[src/rtl/core/bpa_pkg.sv]
// Shared types and constants for the buddy page allocator.
// Holds the page entry layout, the state machine encoding and the request codes.
// No dependencies.
package bpa_pkg;

   // Pool geometry
   localparam int PAGE_CAPACITY = 4096;
   localparam int ORDER_COUNT   = 9;
   localparam int PAGE_SHIFT    = 12;

   localparam int ADDR_W   = 32;
   localparam int PAGE_W   = $clog2(PAGE_CAPACITY);
   localparam int LINK_W   = PAGE_W + 1;
   localparam int ORD_W    = $clog2(ORDER_COUNT + 1);
   localparam int LIST_W   = $clog2(ORDER_COUNT);
   localparam int PAGES_W  = ADDR_W + 1 - PAGE_SHIFT;
   localparam int IDX_W    = ADDR_W - PAGE_SHIFT;
   localparam int ALIGN_W  = PAGE_SHIFT + 2;

   localparam logic [LINK_W-1:0] NO_LINK   = LINK_W'(PAGE_CAPACITY);
   localparam logic [ORD_W-1:0]  ORD_NONE  = ORD_W'(ORDER_COUNT);
   localparam logic [ORD_W-1:0]  TOP_ORDER = ORD_W'(ORDER_COUNT - 1);
   localparam logic [ADDR_W:0]   ALIGN_MASK = (ADDR_W + 1)'((64'd1 << ALIGN_W) - 64'd1);
   localparam logic [ADDR_W:0]   PAGE_MASK  = (ADDR_W + 1)'((64'd1 << PAGE_SHIFT) - 64'd1);
   localparam logic [PAGES_W-1:0] MAX_REQ_PAGES = PAGES_W'(64'd1 << (ORDER_COUNT - 1));

   // Configuration port
   localparam int CSR_ADDR_W = 3;
   localparam logic CSR_POOL_START = 1'b0;
   localparam logic CSR_POOL_END   = 1'b1;
   localparam logic [ADDR_W-1:0] POOL_END_RESET = 32'h0100_0000;

   typedef enum logic [1:0] {
      MODE_ALLOC   = 2'd0,
      MODE_FREE    = 2'd1,
      MODE_REBUILD = 2'd2,
      MODE_NOP     = 2'd3
   } mode_type;

   typedef enum logic [2:0] {
      STATUS_OK         = 3'd0,
      STATUS_NO_SPACE   = 3'd1,
      STATUS_UNALIGNED  = 3'd2,
      STATUS_BELOW_POOL = 3'd3,
      STATUS_BEYOND_END = 3'd4
   } status_type;

   // One page entry in the page memory.
   typedef struct packed {
      logic [ORD_W-1:0]  order;
      logic              free_head;
      logic [LINK_W-1:0] next_link;
      logic [LINK_W-1:0] prev_link;
   } page_entry_type;

   localparam int ENTRY_W = $bits(page_entry_type);

   // Pool bounds as programmed, base already aligned.
   typedef struct packed {
      logic [ADDR_W:0]   base;
      logic [ADDR_W-1:0] limit;
   } pool_geom_type;

   typedef enum logic [4:0] {
      ST_IDLE,
      ST_RB_START,
      ST_CLEAR,
      ST_RB_NEXT,
      ST_REL_START,
      ST_REL_CHK,
      ST_REL_MATE,
      ST_UL_PR,
      ST_UL_PRW,
      ST_UL_NX,
      ST_UL_NXW,
      ST_PUSH,
      ST_PUSH_OH,
      ST_ALLOC,
      ST_ALLOC_FIND,
      ST_ALLOC_RD,
      ST_SPLIT,
      ST_FREE_CHK,
      ST_FREE_IDX,
      ST_FINISH
   } state_type;

endpackage

[src/rtl/core/bpa_csr.sv]
// Configuration registers of the buddy page allocator and the aligned pool base.
// Depends on bpa_pkg.
module bpa_csr (
   input  logic                              clock,
   input  logic                              reset,
   input  logic                              psel,
   input  logic                              penable,
   input  logic                              pwrite,
   input  logic [bpa_pkg::CSR_ADDR_W-1:0]    paddr,
   input  logic [bpa_pkg::ADDR_W-1:0]        pwdata,
   output logic [bpa_pkg::ADDR_W-1:0]        prdata,
   output logic                              pready,
   output bpa_pkg::pool_geom_type            geom
);
   import bpa_pkg::*;

   logic [ADDR_W-1:0] pool_start_ff, pool_start_in;
   logic [ADDR_W-1:0] pool_end_ff, pool_end_in;
   logic              wr_strobe;
   logic [ADDR_W:0]   start_round;

   assign pready    = 1'b1;
   assign wr_strobe = psel & penable & pwrite;

   // Register write decode.
   always_comb begin
      pool_start_in = pool_start_ff;
      pool_end_in   = pool_end_ff;
      if (wr_strobe) begin
         unique case (paddr[2])
            CSR_POOL_START: pool_start_in = pwdata;
            CSR_POOL_END:   pool_end_in   = pwdata;
            default: ;
         endcase
      end
   end

   // Read mux.
   always_comb begin
      unique case (paddr[2])
         CSR_POOL_START: prdata = pool_start_ff;
         CSR_POOL_END:   prdata = pool_end_ff;
         default:        prdata = '0;
      endcase
   end

   always_ff @(posedge clock) begin
      if (reset) begin
         pool_start_ff <= '0;
         pool_end_ff   <= POOL_END_RESET;
      end else begin
         pool_start_ff <= pool_start_in;
         pool_end_ff   <= pool_end_in;
      end
   end

   // The base is rounded up to a four page boundary and may carry into bit 32.
   assign start_round = {1'b0, pool_start_ff} + ALIGN_MASK;
   assign geom.base   = start_round & ~ALIGN_MASK;
   assign geom.limit  = pool_end_ff;

endmodule

[config.mk]
export PLATFORM = sky130hd
export DESIGN_NAME = bpa_csr
export DESIGN_NICKNAME = d
export VERILOG_FILES = /design/src/rtl/core/bpa_pkg.sv /design/src/rtl/core/bpa_csr.sv
export SDC_FILE = /design/constraint.sdc
export NUM_CORES = 1
export LEC_CHECK = 0
export BUFFER_PORTS_ARGS = -buffer_cell sky130_fd_sc_hd__buf_2
export CAP_MARGIN = 20
export CORE_MARGIN = 2
export CORE_UTILIZATION = 45
export CTS_BUF_LIST = sky130_fd_sc_hd__clkbuf_4
export DETAILED_ROUTE_END_ITERATION = 8
export PLACE_DENSITY = 0.74
export SYNTH_ARGS = -nofsm -noshare
export SYNTH_HDL_FRONTEND = slang
export SYNTH_SLANG_ARGS = --single-unit
[constraint.sdc]
create_clock -name clock -period 1.8 [get_ports clock]
set_clock_uncertainty 0.15 [all_clocks]
set_input_delay 0.18 -clock clock [delete_from_list [all_inputs] [get_ports clock]]
set_output_delay 0.18 -clock clock [all_outputs]
set_load 0.005 [all_outputs]
==> results.ini <==
[hold_path]
holdPathStages=2
hold_class=primary input to register

[yosys]
yosysTopAreaCell=dfxtp_1
ys_warn_count=0
synth.distinct_cells=28
avgSynthCellArea_sq_um=8.05
netlist_instances=390
netlist_area_sq_um=3140
ys_ff_latch=64
synth.top_cell.area_share_pct=40.8
ys_top_cells_by_area=dfxtp_1, nand2_1, mux2_2
synth_seq_area_share_pct=40.8

[routing]
wl_met2_um=4350
drt-initial-drc-count=130
vias_per_cell=5.01
wl_met3_um=498
vias=3206
routed_wirelength_um=8780
drc_errors=0
drt_pass1_iterations=4
routed.top_layer=met4
drtAntennaViolNets=0
drt-met1-wl_um=3810
routedWlPerCell_um=13.7

[worst_setup_path]
end_kind=output port
crit_required_ns=1.47
reg2regPathDepth=3
start_kind=register
r2r_setup_slack_ns=0.82
cp.arrival_ns=1.82
worstSetupPathType=register to output port
crit_path_max_fanout=12

[clock_tree]
clockBufferDepth=2
cts_buffers=9
clk_latency_ns=0.40
clk_pin_slew_worst_paths_ns=0.10
clockRootBuffer=clkbuf_4
htreeDepth=3
clock_sinks=64
cts_tree=done

[placement]
dp.cells=590
gp_congestion=0.788
dp_hpwl_um=5820
portBuffers=120
place_ws_ns=-0.000758

[outcome]
status=complete, but fails checks
violations=negative setup slack

[global_route]
overflow=0
first_global_vias=2959
grt_max_degree=37
antenna_found_initial=0
grtUsageTotal_pct=23.0
grt_pass1_wl_um=13700

[floorplanning]
dieArea_sq_um=7660
start_util_pct=46.4
fp.coreArea_sq_um=6760
rows=30
die_x_um=87.5
io_pins=138
chipHeight_um=87.5

[power]
irDropWorstVdd_uv=694
power_mw=2.78
cellPowerDensity_nw_per_um2=625
p_leak_nw=2.05

[sta]
period_share_pct=119
setup_viol=19
slew_violations=0
fin_ws_ns=-0.349
final_hold_viol_count=0
grt_setup_unrepaired=true
fmax_mhz=465
holdWs_ns=0.0823
min_period_ns=2.15

[layout]
num_antenna_cells=0
layout-drive-gt1-share_pct=39.3
instances_no_fill=640
fill_cells=587
syn2layout_area_growth_pct=41.8
regArea_sq_um=1290
final_net_count=595
multi_input_area_sq_um=1730

[job]
cap_violations=0

==> critical path, cell delays in order (launching register included) <==
cell     delay [ns]
dfxtp_1        0.35
nor4_4         0.34
a41oi_2        0.19
buf_12         0.19
nand4_1        0.10
xnor2_1        0.12
buf_2          0.13
==> report_power, final <==
group	switching [mW]	internal (mW)	leakage (nW)
registers	0.0272	1.44	0.521
logic	0.186	0.199	1.46
clock network	0.515	0.409	0.0668
==> through the flow <==
stage,setup TNS [ns],util (%),instance area [sq um]
2_1_floorplan,0,-,3190
3_3_place_gp,0,57.9,3910
3_5_place_dp,-0.000758,57.9,3910
4_1_cts,-6.29,65.7,4440
5_1_grt,-7.33,65.9,4450
6_report,-5.46,65.9,4450
==> cell families (layout without fill, tap and decap cells) <==
kind of cell / count (synthesis) / after routing / share of synthesized area, %
AO/OA/AOI/OAI: 65 / 65 / 10.7
XOR/XNOR: 18 / 18 / 5.02
buffers and inverters: 41 / 198 / 7.46
flip-flops: 64 / 64 / 40.8
multiplexers: 31 / 31 / 11.1
other: 2 / 15 / 0.239
AND/OR/NAND/NOR: 169 / 169 / 24.6
==> cell usage after synthesis, drive strengths merged <==
cell	count
conb	2
mux2	31
a21oi	63
nor4	3
inv	2
buf	29
and4	2
nand4	9
clkbuf	10
and3	2
nand2	135
nand2b	1
and2	3
xor2	1
a41oi	1
nand3b	2
xnor2	17
nor2	5
nand3	7
dfxtp	64
o21ai	1
==> flip-flops by register name, summed over array words and instances (netlist names) <==
register and flops:
pool_end_ff 32, pool_start_ff 32
==> placed cells by master, fill, tap and decap left out, drive strengths merged <==
master and count:
dlygate4sd3 32, a41oi 1, and3 2, xnor2 17
nor2 5, and2 3, conb 15, clkinv 4
bufinv 1, a21oi 63, nand3b 2, inv 2
and4 2, o21ai 1, dfxtp 64, nand2b 1
xor2 1, nand4 9, nand2 135, nand3 7
clkinvlp 2, buf 148, mux2 31, clkbuf 9
nor4 3
==> final timing paths <==
check | start | end
worst max register to register | pool_start_ff[0]$_SDFFE_PP0P_ | pool_start_ff[0]$_SDFFE_PP0P_
worst max-delay path | pool_start_ff[5]$_SDFFE_PP0P_ | geom[57]
worst min-delay path | reset | pool_end_ff[3]$_SDFFE_PP0P_
worst min register to register | pool_end_ff[23]$_SDFFE_PP0P_ | pool_end_ff[23]$_SDFFE_PP0P_
==> timing repair <==
| action | in CTS | in global routing |
|---|---|---|
| pin swaps | 9 | 5 |
| endpoints found under the hold margin | 64 | 0 |
| gates resized for setup | 14 | 6 |
| setup buffers | 2 | 0 |
| setup endpoints to repair | 19 | 19 |
| hold buffers | 32 | 0 |
==> per-layer routing <==
metal,GRT usage (%),up-vias
met4,6.99,0
met1,29.1,1473
met2,39.2,115
li1,-,1605
met5,0,-
met3,4.93,13
==> cell type report <==
| cell class | count | share of cell area [%] |
|---|---|---|
| multi-input combinational | 298 | 38.9 |
| sequential | 64 | 29.1 |
| timing repair buffer | 180 | 26.6 |
| tap | 80 | 2.25 |
| clock buffer | 9 | 1.52 |
| clock inverter | 7 | 1.41 |
| inverter | 2 | 0.169 |
(Power assumes the default switching activity.)
