<file path="src/rtl/core/bpa_ram.sv">
// Generic single write port, single read port RAM with registered read data.
// No dependencies.
module bpa_ram #(
   parameter int WIDTH = 8,
   parameter int DEPTH = 16
) (
   input  logic                     clock,
   input  logic                     wr_en,
   input  logic [$clog2(DEPTH)-1:0] wr_addr,
   input  logic [WIDTH-1:0]         wr_data,
   input  logic [$clog2(DEPTH)-1:0] rd_addr,
   output logic [WIDTH-1:0]         rd_data
);

   logic [WIDTH-1:0] mem [DEPTH];

   // Read returns the old contents when both ports hit the same entry.
   always_ff @(posedge clock) begin
      if (wr_en) begin
         mem[wr_addr] <= wr_data;
      end
      rd_data <= mem[rd_addr];
   end

endmodule

</file>
<file path="config.mk">
export PLATFORM = sky130hd
export DESIGN_NAME = bpa_ram
export DESIGN_NICKNAME = d
export VERILOG_FILES = /design/src/rtl/core/bpa_ram.sv
export SDC_FILE = /design/constraint.sdc
export NUM_CORES = 1
export LEC_CHECK = 0
export BUFFER_PORTS_ARGS = -buffer_cell sky130_fd_sc_hd__buf_2
export CAP_MARGIN = 20
export CORE_ASPECT_RATIO = 2
export CORE_MARGIN = 2
export CORE_UTILIZATION = 39
export DETAILED_ROUTE_END_ITERATION = 10
export PLACE_DENSITY_LB_ADDON = 0.1
export SETUP_SLACK_MARGIN = 0.2
export SLEW_MARGIN = 40
export SYNTH_ARGS = -nofsm -noshare
export SYNTH_HDL_FRONTEND = slang
export SYNTH_SLANG_ARGS = --single-unit
</file>
<file path="constraint.sdc">
create_clock -name clock -period 2.75 [get_ports clock]
set_input_delay 0.6875 -clock clock [delete_from_list [all_inputs] [get_ports clock]]
set_output_delay 0.6875 -clock clock [all_outputs]
set_load 0.05 [all_outputs]
</file>
==> metrics.yaml, run 1 <==
sta:
  tns_ns: 0
  min_period_ns: 1.76
  fmax_mhz: 568
  slew_headroom: 0.483
  timing.final.crit_share: 0.640
  setup_violations: 0
  finClkSkew_ns: 0.00760
  hold_viol: 0
  worst_slack_ns: 0.989
  worst_pin_slew_ns: 0.773
  rsz0062_at_grt: "false"
  final_max_slew_viol_count: 0
worst_setup_path:
  crit_chain: "buf_2, buf_4, mux4_1, a22oi_1, nand2_1"
  path_class: "input port to register"
  endpoint: "rd_data[3]"
  start_kind: "input port"
  required_ns: 3.04
  arrival_ns: 2.05
  slowest_stage: "mux4_1"
  end_kind: "register"
  slowest_delay_ns: 0.61
  cp_max_fo: 12
  timing.reg2reg.setup_slack_ns: 1.41
  regToRegStartpoint: "mem[1][3]"
  r2r-end: "rd_data[3]"
  reg2regPathDepth: 3
  crit_start: "rd_addr[0]"
yosys:
  yosys.area.top_type: "edfxtp_1"
  post-synth-top-count-cell: "edfxtp_1"
  ys_seq_elements: 136
  syn_nets: 247
  synth_cell_types: 19
  ys_seq_area_frac: 0.778
  yosys-top-cells-area: "edfxtp_1, mux4_2, mux4_1, dfxtp_1, a22oi_1"
  netlist_area_um2: 5150
  ys_top_cells_by_count: "edfxtp_1, mux4_2, a22oi_1, mux4_1, nor2_1"
  synthFlopType: "edfxtp_1"
  syn_area_per_cell_um2: 22.5
  synth-edff-count: 128
  yosysWarnings: 0
  postSynthCellCount: 229
  ys_async_sr_fraction: 0
  synth_top_area_share: 0.747
detailed_routing:
  dr.pass1.iters: 4
  detail_route.wl_per_cell_um: 21.3
  routed_via_density: 5.19
  vias: 2337
  drtIter0Drc: 131
  drc: 0
  wl_um: 9590
  ant_nets: 0
die:
  start_util: 0.398
  io_pins: 26
  coreArea_um2: 12900
  die_y_um: 166
  fp.dieW_um: 85.2
  placementRows: 59
  die_area_um2: 14200
power:
  p_leak_uw: 0.00214
  powerDensity_nw_per_um2: 824
  p_total_uw: 5130
  ir_worst_vdd_v: 0.000463
global_route:
  grt_usage: 0.146
  grt_antenna_before_repair: 1
  grt_max_degree: 17
  grt_pass1_wl_um: 14700
  grt-ovfl-total: 0
  grt_pass1_vias: 2516
final_layout:
  area_growth_pct: 21.0
  nNetsFinal: 302
  drive_gt1_frac: 0.316
  fin_cells: 450
  finish.instance_area_um2: 6230
clocking:
  cts_buffers: 17
  cts_hold_buf: 0
  cts.sinks: 136
  clkTransAtPathRegs_ns: 0.06
  clock_latency_ns: 0.40
  clock_path_buffers: 2
  cts_setup_buffers: 0
  ctsResizeCount: 0
  cts_tree: "done"
  cts-root-buf: "clkbuf_16"
  htreeDepth: 4
placed_design:
  dp_hpwl_um: 6850
  dpl.cell_count: 417
  portBuffers: 25
  place.gp.congestion: 0.712
  dpl_cell_area_um2: 5550
  dp_slack_ns: 0.578
run_status:
  status: "complete, no violations"
run:
  maxCapViolCount: 0
min_path:
  hold_depth: 1
  hold_path_startpoint: "wr_data[1]"
  hold_class: "input port to register"
==> report_power, final <==
group / internal (uW) / switching [uW]
clock network: 1760 / 792
logic: 93.3 / 159
registers: 2320 / 12.6
==> area by class of cell <==
cell class | count | area (um2)
repair buffers | 46 | 295
diodes | 1 | 2.50
well taps | 152 | 190
multi-input cells | 83 | 1060
clock inverters | 10 | 215
clock buffers | 22 | 464
fillers | 1050 | 6690
flip-flops and latches | 136 | 4000
==> flip-flops by register name, summed over array words and instances (netlist names) <==
signal / count
rd_data: 8
mem: 128
==> through the flow <==
stage	hold WS, ns	util
floorplan	0.629	-
global placement	0.657	0.429
detailed placement	0.661	0.429
CTS	0.640	0.482
global route	0.663	0.482
finish	0.657	0.482
==> logic make-up (layout without fill, tap and decap cells) <==
family | count (synthesis) | in the layout | share of synthesized area
flops | 136 | 136 | 0.778
simple gates | 35 | 35 | 0.0318
mux | 32 | 32 | 0.150
compound gates | 16 | 16 | 0.0233
buf+inv | 10 | 78 | 0.0168
other cells | 0 | 1 | 0
==> worst max-delay path: cells and delay by family <==
family                 cells  cell delay (ns)
AOI/OAI and AO/OA          1             0.23
buffers and inverters      2             0.44
and+or+nand+nor            1             0.08
muxes                      1             0.61
==> cell usage in the layout (no fill, tap or decap) <==
master,count
nand2b_1,2
buf_2,25
mux4_1,14
edfxtp_1,128
and2b_1,1
nor2_1,13
clkbuf_8,2
diode_2,1
inv_6,1
nand3_1,1
or3b_2,1
dfxtp_1,8
bufinv_16,6
nand3b_1,2
nor3_1,4
clkinv_4,3
buf_12,1
buf_4,20
clkbuf_1,3
a22oi_1,16
nand2_1,9
clkbuf_16,17
nor2b_1,1
mux4_2,18
and2_1,1
==> per-layer routing <==
metal,part of all wire,track usage,vias up
li1,-,-,1081
met1,0.36,0.149,1214
met2,0.61,0.272,32
met3,0.020,0.0332,10
met4,0.018,0.0725,0
met5,0,0,-
==> worst min path at each step <==
stage                  to  slack [ns]
4_1_cts        mem[14][1]        0.64
3_3_place_gp   rd_data[3]        0.66
6_report       mem[14][1]        0.66
5_1_grt         mem[8][6]        0.66
3_5_place_dp   rd_data[2]        0.66
2_1_floorplan  rd_data[0]        0.63
No activity file was read; power rests on OpenSTA's default activity.
==> inputs of run 2 (changes only) <==
==> constraint.sdc (replaced) <==
create_clock -name clock -period 1.6 [get_ports clock]
set_input_delay 0.4 -clock clock [delete_from_list [all_inputs] [get_ports clock]]
set_output_delay 0.4 -clock clock [all_outputs]
set_load 0.05 [all_outputs]
==> metrics.yaml, run 2 (synthesized netlist as in run 1, its figures left out) <==
die:
  die_area_um2: 14200  # unchanged
  start_util: 0.398  # unchanged
  die_y_um: 166  # unchanged
  fp.dieW_um: 85.2  # unchanged
  io_pins: 26  # unchanged
  coreArea_um2: 12900  # unchanged
  placementRows: 59  # unchanged
worst_setup_path:
  cp_max_fo: 6  # -6
  start_kind: "input port"
  arrival_ns: 1.68  # -0.37 ns
  end_kind: "register"
  path_class: "input port to register"
  required_ns: 1.91  # -1.13 ns
clocking:
  clock_path_buffers: 2  # unchanged
  cts_buffers: 17  # unchanged
  cts_tree: "done"
  cts-root-buf: "clkbuf_16"
  cts.sinks: 136  # unchanged
  clock_latency_ns: 0.41  # about the same
  clkTransAtPathRegs_ns: 0.06  # about the same
  htreeDepth: 4  # unchanged
sta:
  worst_pin_slew_ns: 0.753  # -0.0204 ns
  fmax_mhz: 731
  hold_viol: 0  # unchanged
  finClkSkew_ns: 0.00803  # +0.000436 ns
  min_period_ns: 1.37
  rsz0062_at_grt: "true"
  setup_violations: 0  # unchanged
  slew_headroom: 0.497  # +0.0136
  final_max_slew_viol_count: 0  # unchanged
  timing.final.crit_share: 0.855
  hold_ws_ns: 0.365  # -0.292 ns
  worst_slack_ns: 0.232  # -0.758 ns
power:
  ir_worst_vdd_v: 0.00105  # +130%
  intPower_uw: 6490  # +56%
  power_frac_clock: 0.454  # -0.043
  switching_share: 0.215  # +0.0267
  p_switching_uw: 1770  # +84%
  powerDensity_nw_per_um2: 1300  # +58%
  p_leak_uw: 0.00214  # about the same
  combPwrFrac: 0.062  # +0.013
  p_seq_frac: 0.485  # +0.031
detailed_routing:
  detail_route.wl_per_cell_um: 22.1  # +3.9%
  ant_nets: 0  # unchanged
  drc: 0  # unchanged
  drtIter0Drc: 153  # +17%
  wl_um: 10300  # +7.4%
  routed_via_density: 5.29  # +1.9%
  dr.pass1.iters: 4  # unchanged
  vias: 2461  # +5.3%
final_layout:
  final_common_cell: "edfxtp_1"
  antenna_cells: 0  # -1
  fill_cells: 1027  # -2.2%
  largest_register_ffs: 128  # unchanged
  top_register: "mem"
  nNetsFinal: 318  # +5.3%
  drive_gt1_frac: 0.419  # +0.102
  reg_top3: "mem x128, rd_data x8"
  mostFrequentLayoutCells: "edfxtp_1, buf_4, mux4_2"
  area_growth_pct: 23.3
global_route:
  grt_pass1_vias: 2728  # +8.4%
  grt-ovfl-total: 0  # unchanged
  grt_pass1_wl_um: 15800  # +7.2%
  grt_max_degree: 17  # unchanged
  grt_usage: 0.159  # +0.0127
  grt_antenna_before_repair: 0  # -1
placed_design:
  dp_slack_ns: -0.204  # -0.782 ns
  place.gp.congestion: 0.723  # +1.6%
  portBuffers: 25  # unchanged
  dp_hpwl_um: 7350  # +7.3%
run:
  maxCapViolCount: 0  # unchanged
run_status:
  status: "complete, no violations"
min_path:
  hold_class: "input port to register"
-- run 2: cell types whose count changed in the layout (fill, tap and decap cells not counted), moves of 5 or more --
| cell | delta |
|---|---|
| buf_4 | +13 |
| mux4_1 | -13 |
| buf_2 | -7 |
| clkinvlp_4 | +5 |
| mux4_2 | +13 |
| buf_12 | +6 |
-- run 2: routing by layer --
layer	global-route usage	vias up	share of wire
met2	0.286	55	0.58
met3	0.0456	17	0.030
met5	0	-	0
met4	0.0704	0	0.024
li1	-	1101	-
met1	0.169	1288	0.37
-- run 2: stage by stage --
| step | setup TNS [ns] | total power (uW) | cell area [um2] | std cells | utilization |
|---|---|---|---|---|---|
| floorplan | 0 | 4390 | 5180 | 229 | - |
| global placement | -2.09 | 4580 | 5740 | 433 | 0.445 |
| detailed placement | -2.02 | 4590 | 5740 | 433 | 0.445 |
| CTS | 0 | 8330 | 6340 | 465 | 0.490 |
| global route | 0 | 8510 | 6350 | 465 | 0.491 |
| finish | 0 | 8270 | 6350 | 465 | 0.491 |
-- run 2: repair_timing --
action	in CTS	in global routing
hold buffers	0	0
setup endpoints to repair	5	4
resized for setup	5	4
buffers inserted	0	0
pin swaps	0	0
-- run 2: area by class of cell --
| cell class | instances | area [um2] | area share |
|---|---|---|---|
| clock buffers | 19 | 433 | 0.0682 |
| clock inverters | 13 | 146 | 0.0231 |
| multi-input cells | 83 | 1060 | 0.167 |
| flip-flops and latches | 136 | 4000 | 0.631 |
| well taps | 152 | 190 | 0.0300 |
| repair buffers | 62 | 515 | 0.0812 |
-- run 2: power groups by stage --
stage                     clock, uW  combinational [uW]  sequential (uW)
final                          3750                 509             4010
after CTS                      3810                 515             4010
after global placement            0                 504             4080
after detailed placement          0                 505             4080
after global routing           3940                 548             4010
after floorplan                   0                 227             4160
-- run 2: worst max-delay path, cell delays in order --
cell	delay (ns)
buf_2	0.11
buf_4	0.18
buf_4	0.16
mux4_2	0.52
a22oi_1	0.22
nand2_1	0.08
-- run 2: worst paths after layout --
check / start / endpoint / slack [ns] / depth (start not counted)
hold reg to reg: mem[6][1] / rd_data[1] / 0.67 / 3
setup / recovery: rd_addr[0] / rd_data[3] / 0.23 / 6
hold / removal: wr_data[4] / mem[9][4] / 0.37 / 1
setup reg to reg: mem[4][5] / rd_data[5] / 0.27 / 3
